<file path="src/design/bpa_pkg.sv">
// Shared types, constants and helpers for the buddy page allocator.
// No dependencies; imported by every module of the block.
package bpa_pkg;

  localparam int MAX_PAGES = 1024;
  localparam int MAX_ORDER = 10;
  localparam int PAGE_W    = $clog2(MAX_PAGES);
  localparam int CNT_W     = PAGE_W + 1;
  localparam int ORD_W     = 4;

  localparam logic [1:0] OP_INIT    = 2'd0;
  localparam logic [1:0] OP_ALLOC   = 2'd1;
  localparam logic [1:0] OP_FREE    = 2'd2;
  localparam logic [1:0] OP_RESERVE = 2'd3;

  typedef struct packed {
    logic [1:0]        opcode;
    logic [ORD_W-1:0]  block_order;
    logic [PAGE_W-1:0] page_index;
    logic [PAGE_W-1:0] end_page;
  } req_t;

  typedef struct packed {
    logic [PAGE_W-1:0] result_page;
    logic              status;
  } rsp_t;

  // One page-table entry: free-head bit and block order
  typedef struct packed {
    logic             free;
    logic [ORD_W-1:0] ord;
  } ent_t;

  typedef enum logic [4:0] {
    CMD_NOP,
    CMD_LOAD,
    CMD_CLEAR_STEP,
    CMD_INIT_START,
    CMD_INIT_STEP,
    CMD_RD_PTR,
    CMD_RD_PAGE,
    CMD_RD_BUDDY,
    CMD_A_START,
    CMD_A_EVAL,
    CMD_A_FAIL,
    CMD_A_PICK,
    CMD_A_WR_HEAD,
    CMD_A_SPLIT,
    CMD_F_MERGE,
    CMD_F_WR,
    CMD_R_START,
    CMD_R_EVAL,
    CMD_R_WR2,
    CMD_PUSH
  } cmd_t;

  typedef struct packed {
    logic [1:0] op;
    logic       ord_bad;
    logic       pg_oob;
    logic       range_empty;
    logic       ptr_last;
    logic       ptr_zero;
    logic       a_any;
    logic       split_done;
    logic       rd_free;
    logic       rd_match;
    logic       ord_top;
    logic       ord_zero;
    logic       r_split;
    logic       out_free;
  } stat_t;

  // Floor of log2; zero for zero
  function automatic logic [ORD_W-1:0] flog2(input logic [CNT_W-1:0] v);
    logic [ORD_W-1:0] r;
    r = '0;
    for (int i = 0; i < CNT_W; i++) begin
      if (v[i]) r = ORD_W'(i);
    end
    return r;
  endfunction

endpackage

</file>
<file path="src/design/bpa_ctrl.sv">
// Controller state machine: sequences each operation over the datapath.
// Depends on bpa_pkg; talks to bpa_dpath through cmd_t and stat_t.
module bpa_ctrl import bpa_pkg::*; (
  input  logic  clk,
  input  logic  rst,
  input  logic  in_valid,
  output logic  in_ready,
  input  stat_t st,
  output cmd_t  cmd
);

  typedef enum logic [3:0] {
    ST_CLEAR, ST_IDLE, ST_DISPATCH, ST_INIT,
    ST_A_RD, ST_A_EV, ST_A_PICK, ST_A_WH, ST_A_SPL,
    ST_F_CHK, ST_F_LOOP, ST_F_BCHK,
    ST_R_RD, ST_R_EV, ST_R_WR2, ST_DONE
  } state_t;

  state_t state, state_next;

  assign in_ready = state == ST_IDLE;

  // Next state and command
  always_comb begin
    state_next = state;
    cmd        = CMD_NOP;
    case (state)
      ST_CLEAR: begin
        cmd = CMD_CLEAR_STEP;
        if (st.ptr_last) state_next = ST_IDLE;
      end
      ST_IDLE: begin
        if (in_valid) begin
          cmd        = CMD_LOAD;
          state_next = ST_DISPATCH;
        end
      end
      ST_DISPATCH: begin
        case (st.op)
          OP_INIT: begin
            cmd        = CMD_INIT_START;
            state_next = ST_INIT;
          end
          OP_ALLOC: begin
            if (st.ord_bad) begin
              cmd        = CMD_A_FAIL;
              state_next = ST_DONE;
            end else begin
              cmd        = CMD_A_START;
              state_next = ST_A_RD;
            end
          end
          OP_FREE: begin
            if (st.ord_bad || st.pg_oob) begin
              state_next = ST_DONE;
            end else begin
              cmd        = CMD_RD_PAGE;
              state_next = ST_F_CHK;
            end
          end
          default: begin
            if (st.range_empty) begin
              state_next = ST_DONE;
            end else begin
              cmd        = CMD_R_START;
              state_next = ST_R_RD;
            end
          end
        endcase
      end
      ST_INIT: begin
        cmd = CMD_INIT_STEP;
        if (st.ptr_last) state_next = ST_DONE;
      end
      // Allocate: descending scan, then pick and split
      ST_A_RD: begin
        cmd        = CMD_RD_PTR;
        state_next = ST_A_EV;
      end
      ST_A_EV: begin
        cmd        = CMD_A_EVAL;
        state_next = st.ptr_zero ? ST_A_PICK : ST_A_RD;
      end
      ST_A_PICK: begin
        if (st.a_any) begin
          cmd        = CMD_A_PICK;
          state_next = ST_A_WH;
        end else begin
          cmd        = CMD_A_FAIL;
          state_next = ST_DONE;
        end
      end
      ST_A_WH: begin
        cmd        = CMD_A_WR_HEAD;
        state_next = ST_A_SPL;
      end
      ST_A_SPL: begin
        if (st.split_done) begin
          state_next = ST_DONE;
        end else begin
          cmd = CMD_A_SPLIT;
        end
      end
      // Free: check head, then merge with buddies
      ST_F_CHK: begin
        state_next = st.rd_free ? ST_DONE : ST_F_LOOP;
      end
      ST_F_LOOP: begin
        if (st.ord_top) begin
          cmd        = CMD_F_WR;
          state_next = ST_DONE;
        end else begin
          cmd        = CMD_RD_BUDDY;
          state_next = ST_F_BCHK;
        end
      end
      ST_F_BCHK: begin
        if (st.rd_match) begin
          cmd        = CMD_F_MERGE;
          state_next = ST_F_LOOP;
        end else begin
          cmd        = CMD_F_WR;
          state_next = ST_DONE;
        end
      end
      // Reserve: sweep all pages once per order, largest first
      ST_R_RD: begin
        cmd        = CMD_RD_PTR;
        state_next = ST_R_EV;
      end
      ST_R_EV: begin
        cmd = CMD_R_EVAL;
        if (st.r_split) state_next = ST_R_WR2;
        else if (st.ptr_last && st.ord_zero) state_next = ST_DONE;
        else state_next = ST_R_RD;
      end
      ST_R_WR2: begin
        cmd        = CMD_R_WR2;
        state_next = (st.ptr_last && st.ord_zero) ? ST_DONE : ST_R_RD;
      end
      ST_DONE: begin
        if (st.out_free) begin
          cmd        = CMD_PUSH;
          state_next = ST_IDLE;
        end
      end
      default: state_next = ST_IDLE;
    endcase
  end

  always_ff @(posedge clk) begin
    if (rst) begin
      state <= ST_CLEAR;
    end else begin
      state <= state_next;
    end
  end

endmodule

</file>
<file path="config.mk">
export PLATFORM = sky130hd
export DESIGN_NAME = bpa_ctrl
export DESIGN_NICKNAME = d
export VERILOG_FILES = /design/src/design/bpa_pkg.sv /design/src/design/bpa_ctrl.sv
export SDC_FILE = /design/constraint.sdc
export NUM_CORES = 1
export LEC_CHECK = 0
export BUFFER_PORTS_ARGS = -buffer_cell sky130_fd_sc_hd__buf_2
export CAP_MARGIN = 5
export CORE_MARGIN = 4
export CORE_UTILIZATION = 50
export DETAILED_ROUTE_END_ITERATION = 7
export HOLD_SLACK_MARGIN = 0.03
export PLACE_DENSITY = 0.78
export SYNTH_ARGS = -nofsm -noshare
export SYNTH_HDL_FRONTEND = slang
export SYNTH_SLANG_ARGS = --single-unit
</file>
<file path="constraint.sdc">
create_clock -name clk -period 1.9 [get_ports clk]
set_clock_uncertainty 0.05 [all_clocks]
set_input_delay 0.285 -clock clk [delete_from_list [all_inputs] [get_ports clk]]
set_output_delay 0.285 -clock clk [all_outputs]
set_load 0.05 [all_outputs]
</file>
## Yosys cells after proc, flatten, opt, wreduce, memory -nomap -nowiden

Index checks and enable logic that the tools add are counted.
Widths: inputs -> output; s select.

| storage, ports and cells | value |
|---|---|
| register bits | 4 |
| input bits | 18 |
| output and inout port bits | 6 |
| logic and storage cells | 57 |

| operators by class | value |
|---|---|
| equality and inequality tests | 22 |
| muxes and demuxes | 28 |
| reduce and logical (&&, ||, !) cells | 6 |

Operators by type and width:

| kind | count |
|---|---|
| $pmux 5 s14 | 1 |
| $pmux 4 s16 | 1 |
| $mux 4 | 9 |
| $eq 4x4->1 const B | 8 |
| $eq 4x3->1 const B | 4 |
| $mux 3 | 5 |
| $pmux 5 s3 | 1 |
| $pmux 4 s3 | 1 |
| $mux 2 | 5 |
| $mux 5 | 2 |
| $ne 2x2->1 const B | 5 |
| $eq 4x2->1 const B | 2 |
| $reduce_and 5->1 | 1 |
| $eq 4x1->1 const B | 1 |
| $logic_not 4->1 | 1 |
| $mux 1 | 3 |
| $eq 2x1->1 const B | 1 |
| $eq 2x2->1 const B | 1 |
| $logic_not 2->1 | 1 |
| $reduce_or 2->1 | 1 |
| $logic_and 1x1->1 | 1 |
| $logic_or 1x1->1 | 1 |

## Longest topological paths before layout

Gate-level depths: netlist of run 1.

| depth | value |
|---|---|
| depth in word-level cells | 4 |
| mapped depth | 6 |
| gate-level depth less buffers | 4 |

## Least setup slack after synthesis of run 1

Ideal clock, no wire load.

| path | value |
|---|---|
| path kind | reg-to-output |
| start | register state[3] |
| end | output cmd[3] |
| arrival time | 2.037 ns |
| path slack | -0.472 ns |
| stages on the path, launching flop included | 5 |
| path buffers | 1 |
| cells stage by stage | dfxtp_1 -> buf_2 -> nor4b_2 -> nand2_1 -> o21ai_0 |

| on the way | value |
|---|---|
| longest elaborated chain between the ends | 3 |

Ends and longest elaborated chain:

| element | RTL line | source |
|---|---|---|
| start, declared | bpa_ctrl.sv:19 | `state_t state, state_next;` |
| start signal, assigned | bpa_ctrl.sv:155 | `state <= state_next;` |
| $eq 4x4->1 or $eq 4x3->1 (tied branches) | bpa_ctrl.sv:27 | `case (state)` |
| $reduce_or 2->1 (no source line) | - |  |
| $pmux 5 s14 * | bpa_ctrl.sv:27 |  |
| end, declared | bpa_ctrl.sv:9 | `output cmd_t cmd` |

Mark *: on every way between the ends. The rest lies on a longest branch, timed or not.

## Worst setup path in the final report of run 1

| path | value |
|---|---|
| start | register state[0] |
| end | output cmd[0] |

Same word-level chain as after synthesis.

==> impl_metrics.ini, run 1 <==
[run_status]
status = finished with violations
violations = setup timing

[global_route]
use_met3_pct = 4.98
use_met1_pct = 34.7
grt_pass1_vias = 1000
antenna_found_initial = 0
grt_max_degree = 15
grt-ovfl-total = 0
gr-usage-all-layers_pct = 27.2
busiest_layer = met2
met2_usage_pct = 45.8
grt_first_pass_wirelength_um = 4460

[clock_tree]
insertion_delay_ns = 0.24
cts_tree = yes
cts_buffers = 3
clk_path_buf_depth = 2
cts_root_buf = clkbuf_4
clkTransAtPathRegs_ns = 0.05
cts_max_level = 1
cts_hold_buf = 0
cts_sinks = 4

[timing]
grt_setup_unrepaired = true
tightest_slew_ns = 0.358
maxSlewHeadroom_pct = 75.5
period_share_pct = 104
fin_tns_setup_ns = -0.205
hold_viol_final = 0
fin_crit_ns = 1.97
finalSetupViolCount = 5
drv_slew = 0
setup_slack_ns = -0.0672
max_freq_mhz = 508

[placement]
io_buffers = 23
place_area_um2 = 981
post-dp-hpwl_um = 1750
gp_congestion = 0.883

[yosys]
yosys-top-cells-area = dfxtp_1 10%, o21ai_0 7.2%, buf_2 4.6%
synth.top_cell.area_share_pct = 10.5
async_flop_share_pct = 0
synth.distinct_cells = 46
syn_avg_cell_area_um2 = 6.89
synth_edf_count = 0
seq_area_frac_synth_pct = 10.5
yosysWarnings = 0
syn_nets = 129
synth_area_um2 = 764
synth_top_area_cell = dfxtp_1
ys.flop_type = dfxtp_1
synth_cells = 111
ys_ff_latch = 4

[die]
die_area_um2 = 2220
fp.dieW_um = 47.1
num_io_pins = 24
die_h_um = 47.1
num_rows = 13
initial_utilization_pct = 56.0
core_um2 = 1370

[critical_path]
path_cells = buf_12, nor2b_4, a221oi_2, a31oi_1, a221o_1, buf_6
worstSetupStartpointType = register
cp.arrival_ns = 1.63
crit_fanout = 5
worstPathRequired_ns = 1.56
max_stage_delay_ns = 0.36
r2r_start = state[0]
crit_start = state[0]
crit_type = reg -> out
slowest_stage = dfxtp_4
cp-end-kind = output pin

[layout]
largest_register_ff_count = 4
diodes = 0
area_growth_pct = 54.0
largest_registers = state: 4 flops
layout-drive-gt1-share_pct = 43.5
nets = 167
stdcell_area_um2 = 1180
regMostFlops = state
fillers = 86

[power]
ir_drop_v = 0.000697
p_per_area_nw_per_um2 = 895
leakage_nw = 0.511
power_mw = 1.05

[hold_path]
hold_start = rst
hp-class = in -> reg

[route]
antenna_left = 0
wl_per_cell_um = 18.9
dr_total_vias = 1137
wl_um = 3060
drcViolationCount = 0
firstDrtPassIters = 4
viasPerCell = 7.02
initialDrtViolationCount = 68

[run]
maxCapViolations = 0
critical path: cells and delay by family, from the launching register on:
family          cells  cell delay [ns]
compound gates      3             0.63
buf+inv             2             0.29
flops               1             0.36
simple gates        1             0.11
cell families after synthesis:
group	Yosys count	synth area share, %
simple gates	49	38.8
mux	2	2.62
compound gates	42	40.1
buf+inv	14	8.02
flops	4	10.5
timing repair:
item | CTS | global route
buffers inserted | 3 | 1
pin swaps | 1 | 5
gates cloned | 1 | 1
setup endpoints to repair | 5 | 5
resized for setup | 10 | 19
path summary, 6_finish.rpt:
check        endpoint  slack [ns]  cells after the start
min reg2reg  state[2]        0.57                      2
max reg2reg  state[0]        0.10                      6
min          state[2]        0.21                      2
max            cmd[0]       -0.07                      6
area by class of cell:
class	instances	area, um2	share of cell area (%)
timing repair buffer	43	352	29.9
inverter	4	15.0	1.28
multi-input combinational	93	681	57.8
clock buffer	3	22.5	1.91
tap	15	18.8	1.59
sequential	4	88.8	7.55
power by group:
group          switching (mW)  total, mW  internal (mW)
clock network          0.0397      0.111         0.0710
registers              0.0340      0.138          0.104
logic                   0.405      0.805          0.400
cells in the mapped netlist, types with 2 or more instances:
| cell | n |
|---|---|
| a221o_1 | 2 |
| nor2_1 | 9 |
| or4bb_1 | 2 |
| o211ai_1 | 2 |
| and3_1 | 3 |
| nand3_1 | 3 |
| mux2i_1 | 2 |
| clkbuf_1 | 3 |
| o21ai_1 | 2 |
| a22o_1 | 3 |
| inv_1 | 4 |
| nor2b_1 | 5 |
| o21ai_0 | 11 |
| nand2b_1 | 3 |
| a221oi_1 | 2 |
| buf_2 | 7 |
| o22ai_1 | 2 |
| a21oi_1 | 6 |
| nand2_1 | 9 |
| dfxtp_1 | 4 |
| o21bai_1 | 2 |
per-stage QoR:
step | setup WS (ns) | instances | hold slack (ns) | util [%]
2_1_floorplan | -0.118 | 111 | 0.307 | -
3_3_place_gp | -0.00327 | 153 | 0.453 | 71.8
3_5_place_dp | -0.00386 | 153 | 0.460 | 71.8
4_1_cts | -0.0672 | 160 | 0.219 | 79.7
5_1_grt | -0.104 | 162 | 0.215 | 86.2
6_report | -0.0672 | 162 | 0.210 | 86.2
routing by layer:
| layer | part of all wire (%) | vias up |
|---|---|---|
| li1 | - | 499 |
| met1 | 38 | 524 |
| met2 | 48 | 98 |
| met3 | 10 | 16 |
| met4 | 3.8 | 0 |
| met5 | 0 | - |
cells in the final DEF (no fill, tap or decap), types with 3 or more instances in the layout:
master and count:
nor2_1 8, buf_6 5, a21oi_1 5, nor2b_1 4
clkbuf_4 3, o21ai_1 3, nand3_1 3, nand2b_1 3
nand2_1 8, a22o_1 3, inv_1 3, o21ai_0 9
buf_2 18, buf_4 17, and3_1 3
(Power assumes the default switching activity.)
==> run 2, diff against run 1 <==
==> constraint.sdc (replaced) <==
create_clock -name clk -period 1.9 [get_ports clk]
set_clock_uncertainty 0.05 [all_clocks]
set_input_delay 0.285 -clock clk [delete_from_list [all_inputs] [get_ports clk]]
set_output_delay 0.285 -clock clk [all_outputs]
set_load 0.005 [all_outputs]
==> run 2 against run 1 <==
- register-to-register slack better by 0.16 ns
- core utilization decreased by 12 points
- critical path type unchanged
- setup slack better by 0.079 ns
- sequential cell count unchanged
- fmax grew 4.2%
- the flow now finishes without violations
- count of clock-buffer cells in the layout unchanged
- sequential share of layout area grew 1.1 points
- largest power group unchanged
- hold slack gained 0.0046 ns
- global-route usage is 4.6 points lower
- final area fell by 13%
- combinational power is 39% lower
==> impl_metrics.ini, run 2 (synthesis gave the netlist of run 1 again) <==
[run_status]
status = completed

[clock_tree]
clk_path_buf_depth = 2
cts_tree = yes
cts_hold_buf = 0
cts_max_level = 1
cts_root_buf = clkbuf_4
clkTransAtPathRegs_ns = 0.04
cts_buffers = 3
cts_sinks = 4
insertion_delay_ns = 0.24

[hold_path]
hp-class = in -> reg
hold_start = rst
min_to = state[3]
hold_depth = 2

[route]
viasPerCell = 6.32
initialDrtViolationCount = 37
route.met3.wl_um = 153
firstDrtPassIters = 4
antenna_left = 0
drcViolationCount = 0
wl_per_cell_um = 15.5
top_layer = met3
wl_met2_um = 1190
dr_total_vias = 999
drt-met1-wl_um = 1110
wl_um = 2450

[timing]
drv_slew = 0
tightest_slew_ns = 0.469
period_share_pct = 99.4
fin_crit_ns = 1.89
grt_setup_unrepaired = true
maxSlewHeadroom_pct = 67.9
max_freq_mhz = 530
hold_viol_final = 0
fin_tns_setup_ns = 0
finalSetupViolCount = 0
fin_worst_hold_slack_ns = 0.215

[critical_path]
worstPathRequired_ns = 1.56
r2r_setup_slack_ns = 0.26
crit_fanout = 7
r2r_start = state[0]
r2r-end = state[1]
worstSetupStartpointType = register
cp-end-kind = output pin
reg2reg_depth = 7
crit_type = reg -> out
cp.arrival_ns = 1.55

[layout]
largest_registers = state: 4 flops
layout_common_cells = 24 x buf_2, 14 x buf_4, 10 x o21ai_0
layout-drive-gt1-share_pct = 35.7
diodes = 0
regMostFlops = state
nets = 163
finalNonFillerCells = 158
largest_register_ff_count = 4
area_growth_pct = 33.2
final_common_cell = buf_2

[die]
num_rows = 13
die_h_um = 47.1
die_area_um2 = 2220
num_io_pins = 24
fp.dieW_um = 47.1
initial_utilization_pct = 56.0
core_um2 = 1370

[global_route]
gr-usage-all-layers_pct = 22.6
grt_first_pass_wirelength_um = 3610
grt_max_degree = 14
grt_pass1_vias = 821
grt-ovfl-total = 0
antenna_found_initial = 0

[power]
p_per_area_nw_per_um2 = 720
ir_drop_v = 0.000363
leakage_nw = 0.449

[placement]
gp_congestion = 0.878
post-dp-hpwl_um = 1880
dp_cells = 150
io_buffers = 23

[run]
maxCapViolations = 0
-- run 2: cell count changes in the layout (fill, tap and decap cells not counted), sizes merged --
cell    previous run  this run
buf               41        39
bufbuf             1         0
clkbuf             4         3
-- run 2: stage by stage --
step | cell area [um2] | setup slack, ns | total power, mW | util (%)
after floorplan | 764 | 0.294 | 0.417 | -
after global placement | 935 | 0.115 | 0.545 | 68.4
after detailed placement | 935 | 0.0721 | 0.558 | 68.4
after CTS | 971 | 0.0475 | 0.675 | 71.1
after global routing | 1020 | -0.0526 | 0.774 | 74.5
final | 1020 | 0.0120 | 0.734 | 74.5
-- run 2: timing repair --
| item | CTS | global route |
|---|---|---|
| endpoints found under the setup margin | 3 | 3 |
| pin swaps | 0 | 3 |
| buffers inserted | 0 | 5 |
| gates resized for setup | 5 | 5 |
-- run 2: area by class of cell --
type	instances	area (um2)
repair buffers	39	236
fillers	112	348
well taps	15	18.8
flip-flops and latches	4	87.6
multi-input cells	93	638
inverters	4	15.0
clock buffers	3	22.5
-- run 2: worst max-delay path, stage by stage, from the launching register on --
cell	delay (ns)
dfxtp_4	0.38
buf_2	0.17
nor2b_1	0.08
a221oi_2	0.21
a31oi_1	0.08
a221o_1	0.26
buf_2	0.12
-- run 2: worst max-delay path by stage --
stage / start / endpoint / slack (ns) / cells after the start
floorplan: st[13] / state[1] / 0.29 / 4
global placement: st[13] / cmd[2] / 0.12 / 6
detailed placement: st[13] / state[1] / 0.07 / 5
CTS: state[0] / cmd[3] / 0.05 / 5
global route: state[0] / cmd[0] / -0.05 / 6
finish: state[0] / cmd[0] / 0.01 / 6
-- run 2: routing by layer --
| metal | vias up | track usage, % |
|---|---|---|
| met2 | 44 | 40.9 |
| li1 | 491 | - |
| met4 | 0 | 4.97 |
| met3 | 0 | 2.30 |
| met1 | 464 | 28.6 |
| met5 | - | 0 |
-- run 2: power by group --
part,total (mW),leakage (nW),switching (mW),internal [mW]
registers,0.137,0.0346,0.0335,0.103
clock network,0.106,0.0138,0.0349,0.0707
logic,0.492,0.401,0.240,0.251
